==> src/hw/rtl/tsrc_pkg.sv <==
package tsrc_pkg;

  localparam int unsigned NUM_CFG = 4;
  localparam int unsigned CFG_IDX_W = 2;
  localparam int unsigned CFG_DATA_W = 32;

  localparam logic [CFG_IDX_W-1:0] CFG_COLLECT_PERIOD = 2'd0;
  localparam logic [CFG_IDX_W-1:0] CFG_LOG_PERIOD     = 2'd1;
  localparam logic [CFG_IDX_W-1:0] CFG_PRINT_PERIOD   = 2'd2;
  localparam logic [CFG_IDX_W-1:0] CFG_WRAP_LIMIT     = 2'd3;

  localparam logic OP_TICK  = 1'b0;
  localparam logic OP_START = 1'b1;

  localparam logic [15:0] COLLECT_PERIOD_RST = 16'd10;
  localparam logic [15:0] LOG_PERIOD_RST     = 16'd100;
  localparam logic [31:0] PRINT_PERIOD_RST   = 32'd1000;
  localparam logic [31:0] WRAP_LIMIT_RST     = 32'd10000;

  localparam logic [31:0] RATE_SCALE     = 32'd1000;
  localparam logic [31:0] RATE_SAT_LIMIT = 32'hFFFF_FFFF / RATE_SCALE;
  localparam logic [31:0] RATE_SAT_VALUE = 32'hFFFF_FFFF;

  typedef struct packed {
    logic        opcode;
    logic [31:0] rtc_seconds;
  } in_t;

  typedef struct packed {
    logic        collect_due;
    logic        log_due;
    logic        print_due;
    logic        calibration_done;
    logic        calibrating;
    logic [31:0] calibrated_rate;
  } out_t;

endpackage

==> src/hw/rtl/tick_scheduler_with_rtc_calibration.sv <==
// Tick scheduler with RTC calibration. Every input transaction (a tick or a start-calibration
// command) yields one result transaction, which is registered into a two-entry output
// buffer that lets the block keep accepting while one result waits. Strobes come from
// per-period remainder counters that follow the tick count, so no divider sits in the tick
// path. After any configuration write the remainders are rebuilt by a bit-serial restoring
// remainder unit, one count bit per cycle, and in_ready stays low until the rebuild ends.
// Calibration measures ticks between two RTC second boundaries and reports 1000 times that
// count, saturated to 32 bits.
module tick_scheduler_with_rtc_calibration
  import tsrc_pkg::*;
#(
  parameter int unsigned COUNT_WIDTH = 32
) (
  input  logic                  clk,
  input  logic                  rst_n,
  input  logic                  in_valid,
  output logic                  in_ready,
  input  in_t                   in_data,
  output logic                  out_valid,
  input  logic                  out_ready,
  output out_t                  out_data,
  input  logic                  cfg_we,
  input  logic [CFG_IDX_W-1:0]  cfg_index,
  input  logic [CFG_DATA_W-1:0] cfg_wdata
);

  localparam int unsigned EXT_W = (COUNT_WIDTH > 32) ? COUNT_WIDTH : 32;
  localparam int unsigned BIT_W = $clog2(COUNT_WIDTH);
  localparam logic [BIT_W-1:0] BIT_LAST = BIT_W'(COUNT_WIDTH - 1);

  logic [15:0] collect_period_r;
  logic [15:0] log_period_r;
  logic [31:0] print_period_r;
  logic [31:0] wrap_limit_r;

  logic [COUNT_WIDTH-1:0] tick_count_r, tick_count_nxt;
  logic                   cal_mode_r, cal_mode_nxt;
  logic [31:0]            measured_rate_r, measured_rate_nxt;
  logic [31:0]            start_seconds_r, start_seconds_nxt;
  logic [COUNT_WIDTH-1:0] first_tick_r, first_tick_nxt;
  logic                   seen_one_r, seen_one_nxt;

  logic [15:0] res_c_r, res_c_nxt;
  logic [15:0] res_l_r, res_l_nxt;
  logic [31:0] res_p_r, res_p_nxt;

  logic             busy_r;
  logic [BIT_W-1:0] bit_idx_r;

  out_t out_r, skid_r, result;
  logic out_valid_r, skid_valid_r;

  logic in_fire, out_fire;
  logic [COUNT_WIDTH-1:0] cnt1, diff;
  logic                   cnt_ovf;
  logic [15:0]            rc1, rl1;
  logic [31:0]            rp1;
  logic [31:0]            rtc_delta;
  logic [EXT_W-1:0]       diff_ext, cnt1_ext;
  logic [31:0]            rate_calc;
  logic                   clear_res;

  logic        div_bit;
  logic [16:0] trial_c, trial_l;
  logic [32:0] trial_p;

  assign in_ready  = !busy_r && !skid_valid_r;
  assign in_fire   = in_valid && in_ready;
  assign out_fire  = out_valid_r && out_ready;
  assign out_valid = out_valid_r;
  assign out_data  = out_r;

  always_comb begin
    cnt1      = tick_count_r + COUNT_WIDTH'(1);
    cnt_ovf   = &tick_count_r;
    cnt1_ext  = EXT_W'(cnt1);
    diff      = cnt1 - first_tick_r;
    diff_ext  = EXT_W'(diff);
    rate_calc = (diff_ext > EXT_W'(RATE_SAT_LIMIT)) ? RATE_SAT_VALUE
                                                    : 32'(diff_ext) * RATE_SCALE;
    rtc_delta = in_data.rtc_seconds - start_seconds_r;

    rc1 = (cnt_ovf || collect_period_r == 16'd0 || (res_c_r + 16'd1) == collect_period_r)
          ? 16'd0 : res_c_r + 16'd1;
    rl1 = (cnt_ovf || log_period_r == 16'd0 || (res_l_r + 16'd1) == log_period_r)
          ? 16'd0 : res_l_r + 16'd1;
    rp1 = (cnt_ovf || print_period_r == 32'd0 || (res_p_r + 32'd1) == print_period_r)
          ? 32'd0 : res_p_r + 32'd1;

    tick_count_nxt    = tick_count_r;
    cal_mode_nxt      = cal_mode_r;
    measured_rate_nxt = measured_rate_r;
    start_seconds_nxt = start_seconds_r;
    first_tick_nxt    = first_tick_r;
    seen_one_nxt      = seen_one_r;
    res_c_nxt         = res_c_r;
    res_l_nxt         = res_l_r;
    res_p_nxt         = res_p_r;
    clear_res         = 1'b0;
    result            = '0;

    if (in_data.opcode == OP_START) begin
      tick_count_nxt    = '0;
      cal_mode_nxt      = 1'b1;
      measured_rate_nxt = '0;
      start_seconds_nxt = in_data.rtc_seconds;
      first_tick_nxt    = '0;
      seen_one_nxt      = 1'b0;
      clear_res         = 1'b1;
    end else begin
      tick_count_nxt = cnt1;
      res_c_nxt      = rc1;
      res_l_nxt      = rl1;
      res_p_nxt      = rp1;
      if (cal_mode_r) begin
        if (rtc_delta > {31'd0, seen_one_r}) begin
          if (!seen_one_r) begin
            seen_one_nxt   = 1'b1;
            first_tick_nxt = cnt1;
          end else begin
            seen_one_nxt            = 1'b0;
            measured_rate_nxt       = rate_calc;
            tick_count_nxt          = '0;
            cal_mode_nxt            = 1'b0;
            clear_res               = 1'b1;
            result.calibration_done = 1'b1;
          end
        end
      end else begin
        result.collect_due = (collect_period_r != 16'd0) && (rc1 == 16'd0);
        result.log_due     = (log_period_r != 16'd0) && (rl1 == 16'd0);
        result.print_due   = (print_period_r != 32'd0) && (rp1 == 32'd0);
        if (cnt1_ext >= EXT_W'(wrap_limit_r)) begin
          tick_count_nxt = '0;
          clear_res      = 1'b1;
        end
      end
    end

    if (clear_res) begin
      res_c_nxt = '0;
      res_l_nxt = '0;
      res_p_nxt = '0;
    end

    result.calibrating     = cal_mode_nxt;
    result.calibrated_rate = measured_rate_nxt;
  end

  always_comb begin
    div_bit = tick_count_r[bit_idx_r];
    trial_c = {res_c_r, div_bit};
    trial_l = {res_l_r, div_bit};
    trial_p = {res_p_r, div_bit};
  end

  always_ff @(posedge clk) begin
    if (!rst_n) begin
      collect_period_r <= COLLECT_PERIOD_RST;
      log_period_r     <= LOG_PERIOD_RST;
      print_period_r   <= PRINT_PERIOD_RST;
      wrap_limit_r     <= WRAP_LIMIT_RST;
      tick_count_r     <= '0;
      cal_mode_r       <= 1'b0;
      measured_rate_r  <= '0;
      start_seconds_r  <= '0;
      first_tick_r     <= '0;
      seen_one_r       <= 1'b0;
      res_c_r          <= '0;
      res_l_r          <= '0;
      res_p_r          <= '0;
      busy_r           <= 1'b0;
      bit_idx_r        <= '0;
      out_valid_r      <= 1'b0;
      skid_valid_r     <= 1'b0;
    end else begin
      if (cfg_we) begin
        unique case (cfg_index)
          CFG_COLLECT_PERIOD: collect_period_r <= cfg_wdata[15:0];
          CFG_LOG_PERIOD:     log_period_r     <= cfg_wdata[15:0];
          CFG_PRINT_PERIOD:   print_period_r   <= cfg_wdata;
          CFG_WRAP_LIMIT:     wrap_limit_r     <= cfg_wdata;
          default: ;
        endcase
        busy_r    <= 1'b1;
        bit_idx_r <= BIT_LAST;
        res_c_r   <= '0;
        res_l_r   <= '0;
        res_p_r   <= '0;
      end else if (busy_r) begin
        res_c_r <= (trial_c >= {1'b0, collect_period_r}) ? 16'(trial_c - {1'b0, collect_period_r})
                                                         : trial_c[15:0];
        res_l_r <= (trial_l >= {1'b0, log_period_r}) ? 16'(trial_l - {1'b0, log_period_r})
                                                     : trial_l[15:0];
        res_p_r <= (trial_p >= {1'b0, print_period_r}) ? 32'(trial_p - {1'b0, print_period_r})
                                                       : trial_p[31:0];
        if (bit_idx_r == '0) begin
          busy_r <= 1'b0;
        end else begin
          bit_idx_r <= bit_idx_r - BIT_W'(1);
        end
      end else if (in_fire) begin
        tick_count_r    <= tick_count_nxt;
        cal_mode_r      <= cal_mode_nxt;
        measured_rate_r <= measured_rate_nxt;
        start_seconds_r <= start_seconds_nxt;
        first_tick_r    <= first_tick_nxt;
        seen_one_r      <= seen_one_nxt;
        res_c_r         <= res_c_nxt;
        res_l_r         <= res_l_nxt;
        res_p_r         <= res_p_nxt;
      end

      if (in_fire) begin
        if (out_valid_r && !out_ready) begin
          skid_valid_r <= 1'b1;
        end else begin
          out_valid_r <= 1'b1;
        end
      end else if (out_fire) begin
        if (skid_valid_r) begin
          skid_valid_r <= 1'b0;
        end else begin
          out_valid_r <= 1'b0;
        end
      end
    end
  end

  always_ff @(posedge clk) begin
    if (in_fire) begin
      if (out_valid_r && !out_ready) begin
        skid_r <= result;
      end else begin
        out_r <= result;
      end
    end else if (out_fire && skid_valid_r) begin
      out_r <= skid_r;
    end
  end

`ifndef SYNTHESIS
  a_skid_needs_out: assert property (@(posedge clk) disable iff (!rst_n)
    skid_valid_r |-> out_valid_r)
    else $error("Skid entry is held while the output register is empty.");

  a_busy_blocks_input: assert property (@(posedge clk) disable iff (!rst_n)
    busy_r |-> !in_ready)
    else $error("Input is accepted while remainders are being rebuilt.");

  a_start_enters_cal: assert property (@(posedge clk) disable iff (!rst_n)
    (in_fire && in_data.opcode == OP_START) |=> cal_mode_r && tick_count_r == '0)
    else $error("Start command did not enter calibration with a cleared count.");

  a_collect_res_bound: assert property (@(posedge clk) disable iff (!rst_n)
    (!busy_r && !cfg_we && collect_period_r != 16'd0) |-> res_c_r < collect_period_r)
    else $error("Collect remainder is not below its period.");

  a_print_res_bound: assert property (@(posedge clk) disable iff (!rst_n)
    (!busy_r && !cfg_we && print_period_r != 32'd0) |-> res_p_r < print_period_r)
    else $error("Print remainder is not below its period.");
`endif

endmodule
==> config.mk <==
export PLATFORM = sky130hd
export DESIGN_NAME = tick_scheduler_with_rtc_calibration
export DESIGN_NICKNAME = d
export VERILOG_FILES = /design/src/hw/rtl/tsrc_pkg.sv /design/src/hw/rtl/tick_scheduler_with_rtc_calibration.sv
export SDC_FILE = /design/constraint.sdc
export NUM_CORES = 2
export LEC_CHECK = 0
export BUFFER_PORTS_ARGS = -buffer_cell sky130_fd_sc_hd__buf_2
export CAP_MARGIN = 25
export CORE_MARGIN = 5
export CORE_UTILIZATION = 45
export CTS_BUF_LIST = sky130_fd_sc_hd__clkbuf_16
export CTS_CLUSTER_DIAMETER = 200
export DETAILED_ROUTE_END_ITERATION = 10
export PLACE_DENSITY = 0.62
export RECOVER_POWER = 25
export SYNTH_ARGS = -nofsm -noshare
export SYNTH_HDL_FRONTEND = slang
export SYNTH_SLANG_ARGS = --single-unit
==> constraint.sdc <==
create_clock -name clk -period 26.7 [get_ports clk]
set_input_delay 8.01 -clock clk [delete_from_list [all_inputs] [get_ports clk]]
set_output_delay 8.01 -clock clk [all_outputs]
set_load 0.05 [all_outputs]
==> summary.txt <==
Layout
  – Area grow syn2layout: 8.22%
  – Final net count: 4362
  – Most common cell after layout, fill and taps aside: nand2_1
  – Most frequent cells in the layout: nand2_1 (529), inv_1 (365), dfxtp_1 (297)
  – Share of layout cells above drive strength 1: between 6 and 7%

Outcome
  – Failing checks: capacitance limit, slew limit
  – Status: finished with violations

STA
  – Setup TNS: 0 ps
  – Skew final: 23.3 ps
  – Tcrit/Tclk final: 51.9%
  – RSZ-0062 raised after global routing: false
  – Final Hold Viols: 0
  – Final Setup Violations: 0
  – Max-slew headroom: -120%
  – Worst-margin pin slew: 3300 ps
  – F_max: 0.0722 GHz
  – Max-slew violation count: 272
  – Minimum clock period: 13850 ps

Setup path
  – RR Startpoint: tick_count_r[0]$_SDFFE_PN0P_
  – CP required: 27240 ps
  – Critical path arrival: 14380 ps
  – Crit-path max FO: between 80 and 90
  – Crit start category: primary input
  – Worst setup EP type: flop
  – CP Launch Point: rst_n
  – Setup Crit Path Kind: primary input to flop
  – R2r setup slk: 16900 ps

Global routing
  – Largest net degree at the start of global routing: between 100 and 150
  – Total gr overflow: 0
  – First-pass GRT wire length: between 150000 and 200000 um
  – Vias in the first global route: 27540
  – Initial antenna violation count: 2
  – Gr usage total: 25.5%

Die
  – Core area: 69900 sq um
  – Row cnt: 97
  – Die area: 75800 sq um
  – Chip height: 275 um
  – Number of placed I/O pins: 111
  – Die Span X: ~280 um
  – Starting Density: roughly 45%

Power and ir drop
  – Pleak: 13.2 nW
  – Power, Total: 1.71 mW
  – Worst IR Drop VDD: roughly 0.04 mV
  – PwrDens: about 50 nW/um^2

Logic synthesis
  – Synth Flop Type: dfxtp_1
  – Cell area after synthesis: around 32000 sq um
  – Syn avg cell area: between 7 and 8 sq um
  – Fraction of registers with async set/reset: 0%
  – Syn. warnings: 0
  – Mapped Cells: between 3000 and 4000
  – Sequential share of the synthesized area: 25.8%
  – Number of synthesized flops with an enable pin: 74
  – #FFs+latches synth: 372
  – Post-synth cell types: 91
  – Syn_nets: between 4000 and 5000

Clock tree
  – H-tree depth: 2
  – Clock sinks: between 300 and 400
  – Clock-pin slew on the worst setup and hold paths: 60 ps
  – Clock Tree Root: clkbuf_16
  – Clock tree from TritonCTS: yes
  – Number of gates resized after CTS: 0
  – Worst-skew pair later-pin latency: 600 ps
  – Number of CTS-inserted buffers: between 40 and 50
  – Clock Tree Buf Depth: 3
  – Postcts setup bufs: 0
  – CTS Hold Bufs: 0

Route
  – Post-route antenna net violation count: 0
  – Detailed Routing Iterations Pass 1: 5
  – Routed vias: a little under 30000
  – Residual DRC: 0
  – Starting DRT DRC Count: 2670
  – Routed length per placed instance: 20.0 um
  – Final wirelength: 99200 um
  – Routed vias/inst: 5.92

Hold path
  – Hold path startpoint: measured_rate_r[0]$_SDFFE_PN0P_
  – Hold crit path type: flop to flop

Placed design
  – Gpl congestion: 0.931
  – DP HPWL: between 70000 and 80000 um
  – Number of port buffers: 110

Run
  – Max-cap violation count: 6
[logic make-up after synthesis]
family,after synthesis,share of synthesized area (%)
AOI/OAI and AO/OA,1033,22.1
xor gates and xnor gates,254,7.28
adders and majority gates,306,14.1
buffers and inverters,575,6.97
DFF,372,25.8
muxes,67,2.58
and+or+nand+nor,1392,21.1
[synthesized netlist by cell type (all sizes together) (21+ instances only)]
cell    instances  share of area (%)
nand2         532                6.3
a22oi          31               0.73
and3           35               0.69
o21a           27               0.64
nor2b          41               0.81
nor3           67                1.1
nor4           62                1.3
nor2          256                3.0
a211oi         61                1.4
a21oi         201                3.3
o211ai         71                1.7
nand2b         31               0.61
a21o           68                1.6
nand3         121                1.9
mux2i          39                1.2
a21boi        148                3.5
fa             84                5.3
buf            36               0.58
clkbuf        180                2.1
xor2           85                2.4
or3            21               0.41
inv           357                4.2
edfxtp         74                7.0
ha            221                8.7
dfxtp         298                 19
o21ai         152                2.4
nand4         111                2.2
xnor2         163                4.5
o22ai          64                1.3
a31oi          43               0.90
[final cells by class]
cell class	count	area, sq um
diodes	1	2.50
clock buffers	47	1180
clock inverters	35	189
fillers	6985	35600
inverters	359	1350
multi-input cells	3052	21300
flip-flops and latches	372	8190
well taps	940	1180
repair buffers	154	860
[state kept, by name, summed over array words and instances (netlist names), 5 cells and up]
signal            count
tick_count_r         32
first_tick_r         32
print_period_r       32
bit_idx_r             5
skid_r               37
start_seconds_r      32
wrap_limit_r         32
measured_rate_r      32
res_p_r              32
collect_period_r     16
res_c_r              16
log_period_r         16
out_data             37
res_l_r              16
[per-stage QoR]
step / cells / area (sq um) / utilization [%] / hold slack, ps / setup WS (ps)
finish: 4960 / 34300 / 49.0 / 462 / 12850
global route: 4959 / 34300 / 49.0 / 473 / 12300
CTS: 4956 / 34300 / 49.1 / 463 / 14060
detailed placement: 4874 / 32900 / 47.1 / 453 / 13460
global placement: 4872 / 32900 / 47.1 / 450 / 13550
floorplan: 3999 / 31700 / - / 436 / 14680
[path summary, 6_finish.rpt]
| kind | end | depth (start not counted) |
|---|---|---|
| worst min register to register | measured_rate_r[0]$_SDFFE_PN0P_ | 2 |
| worst max-delay path | res_c_r[10]$_SDFFE_PP0P_ | 9 |
| worst min-delay path | measured_rate_r[0]$_SDFFE_PN0P_ | 2 |
| worst max register to register | out_data[31]$_DFFE_PP_ | 31 |
[power by group]
part / internal (mW) / switching (mW) / leakage, nW
registers: 0.592 / 0.0278 / 3.12
logic: 0.194 / 0.314 / 9.41
clock network: 0.320 / 0.263 / 0.706
total: 1.11 / 0.604 / 13.2
[critical path: stages]
cell and delay [ps]:
clkbuf_1 1010, clkbuf_1 1030, clkbuf_1 2390, nand2_2 20
buf_4 460, nor2_1 350, o2111ai_1 560, a21oi_1 380
a211o_1 130
[layer usage]
layer | track usage (%) | up-vias | routed length, um
met5 | 0 | - | 11
met4 | 7.16 | 2 | 3090
met3 | 3.67 | 176 | 6200
met2 | 41.2 | 883 | 44900
met1 | 35.6 | 14029 | 45000
li1 | - | 14257 | -
(Power assumes the default switching activity.)
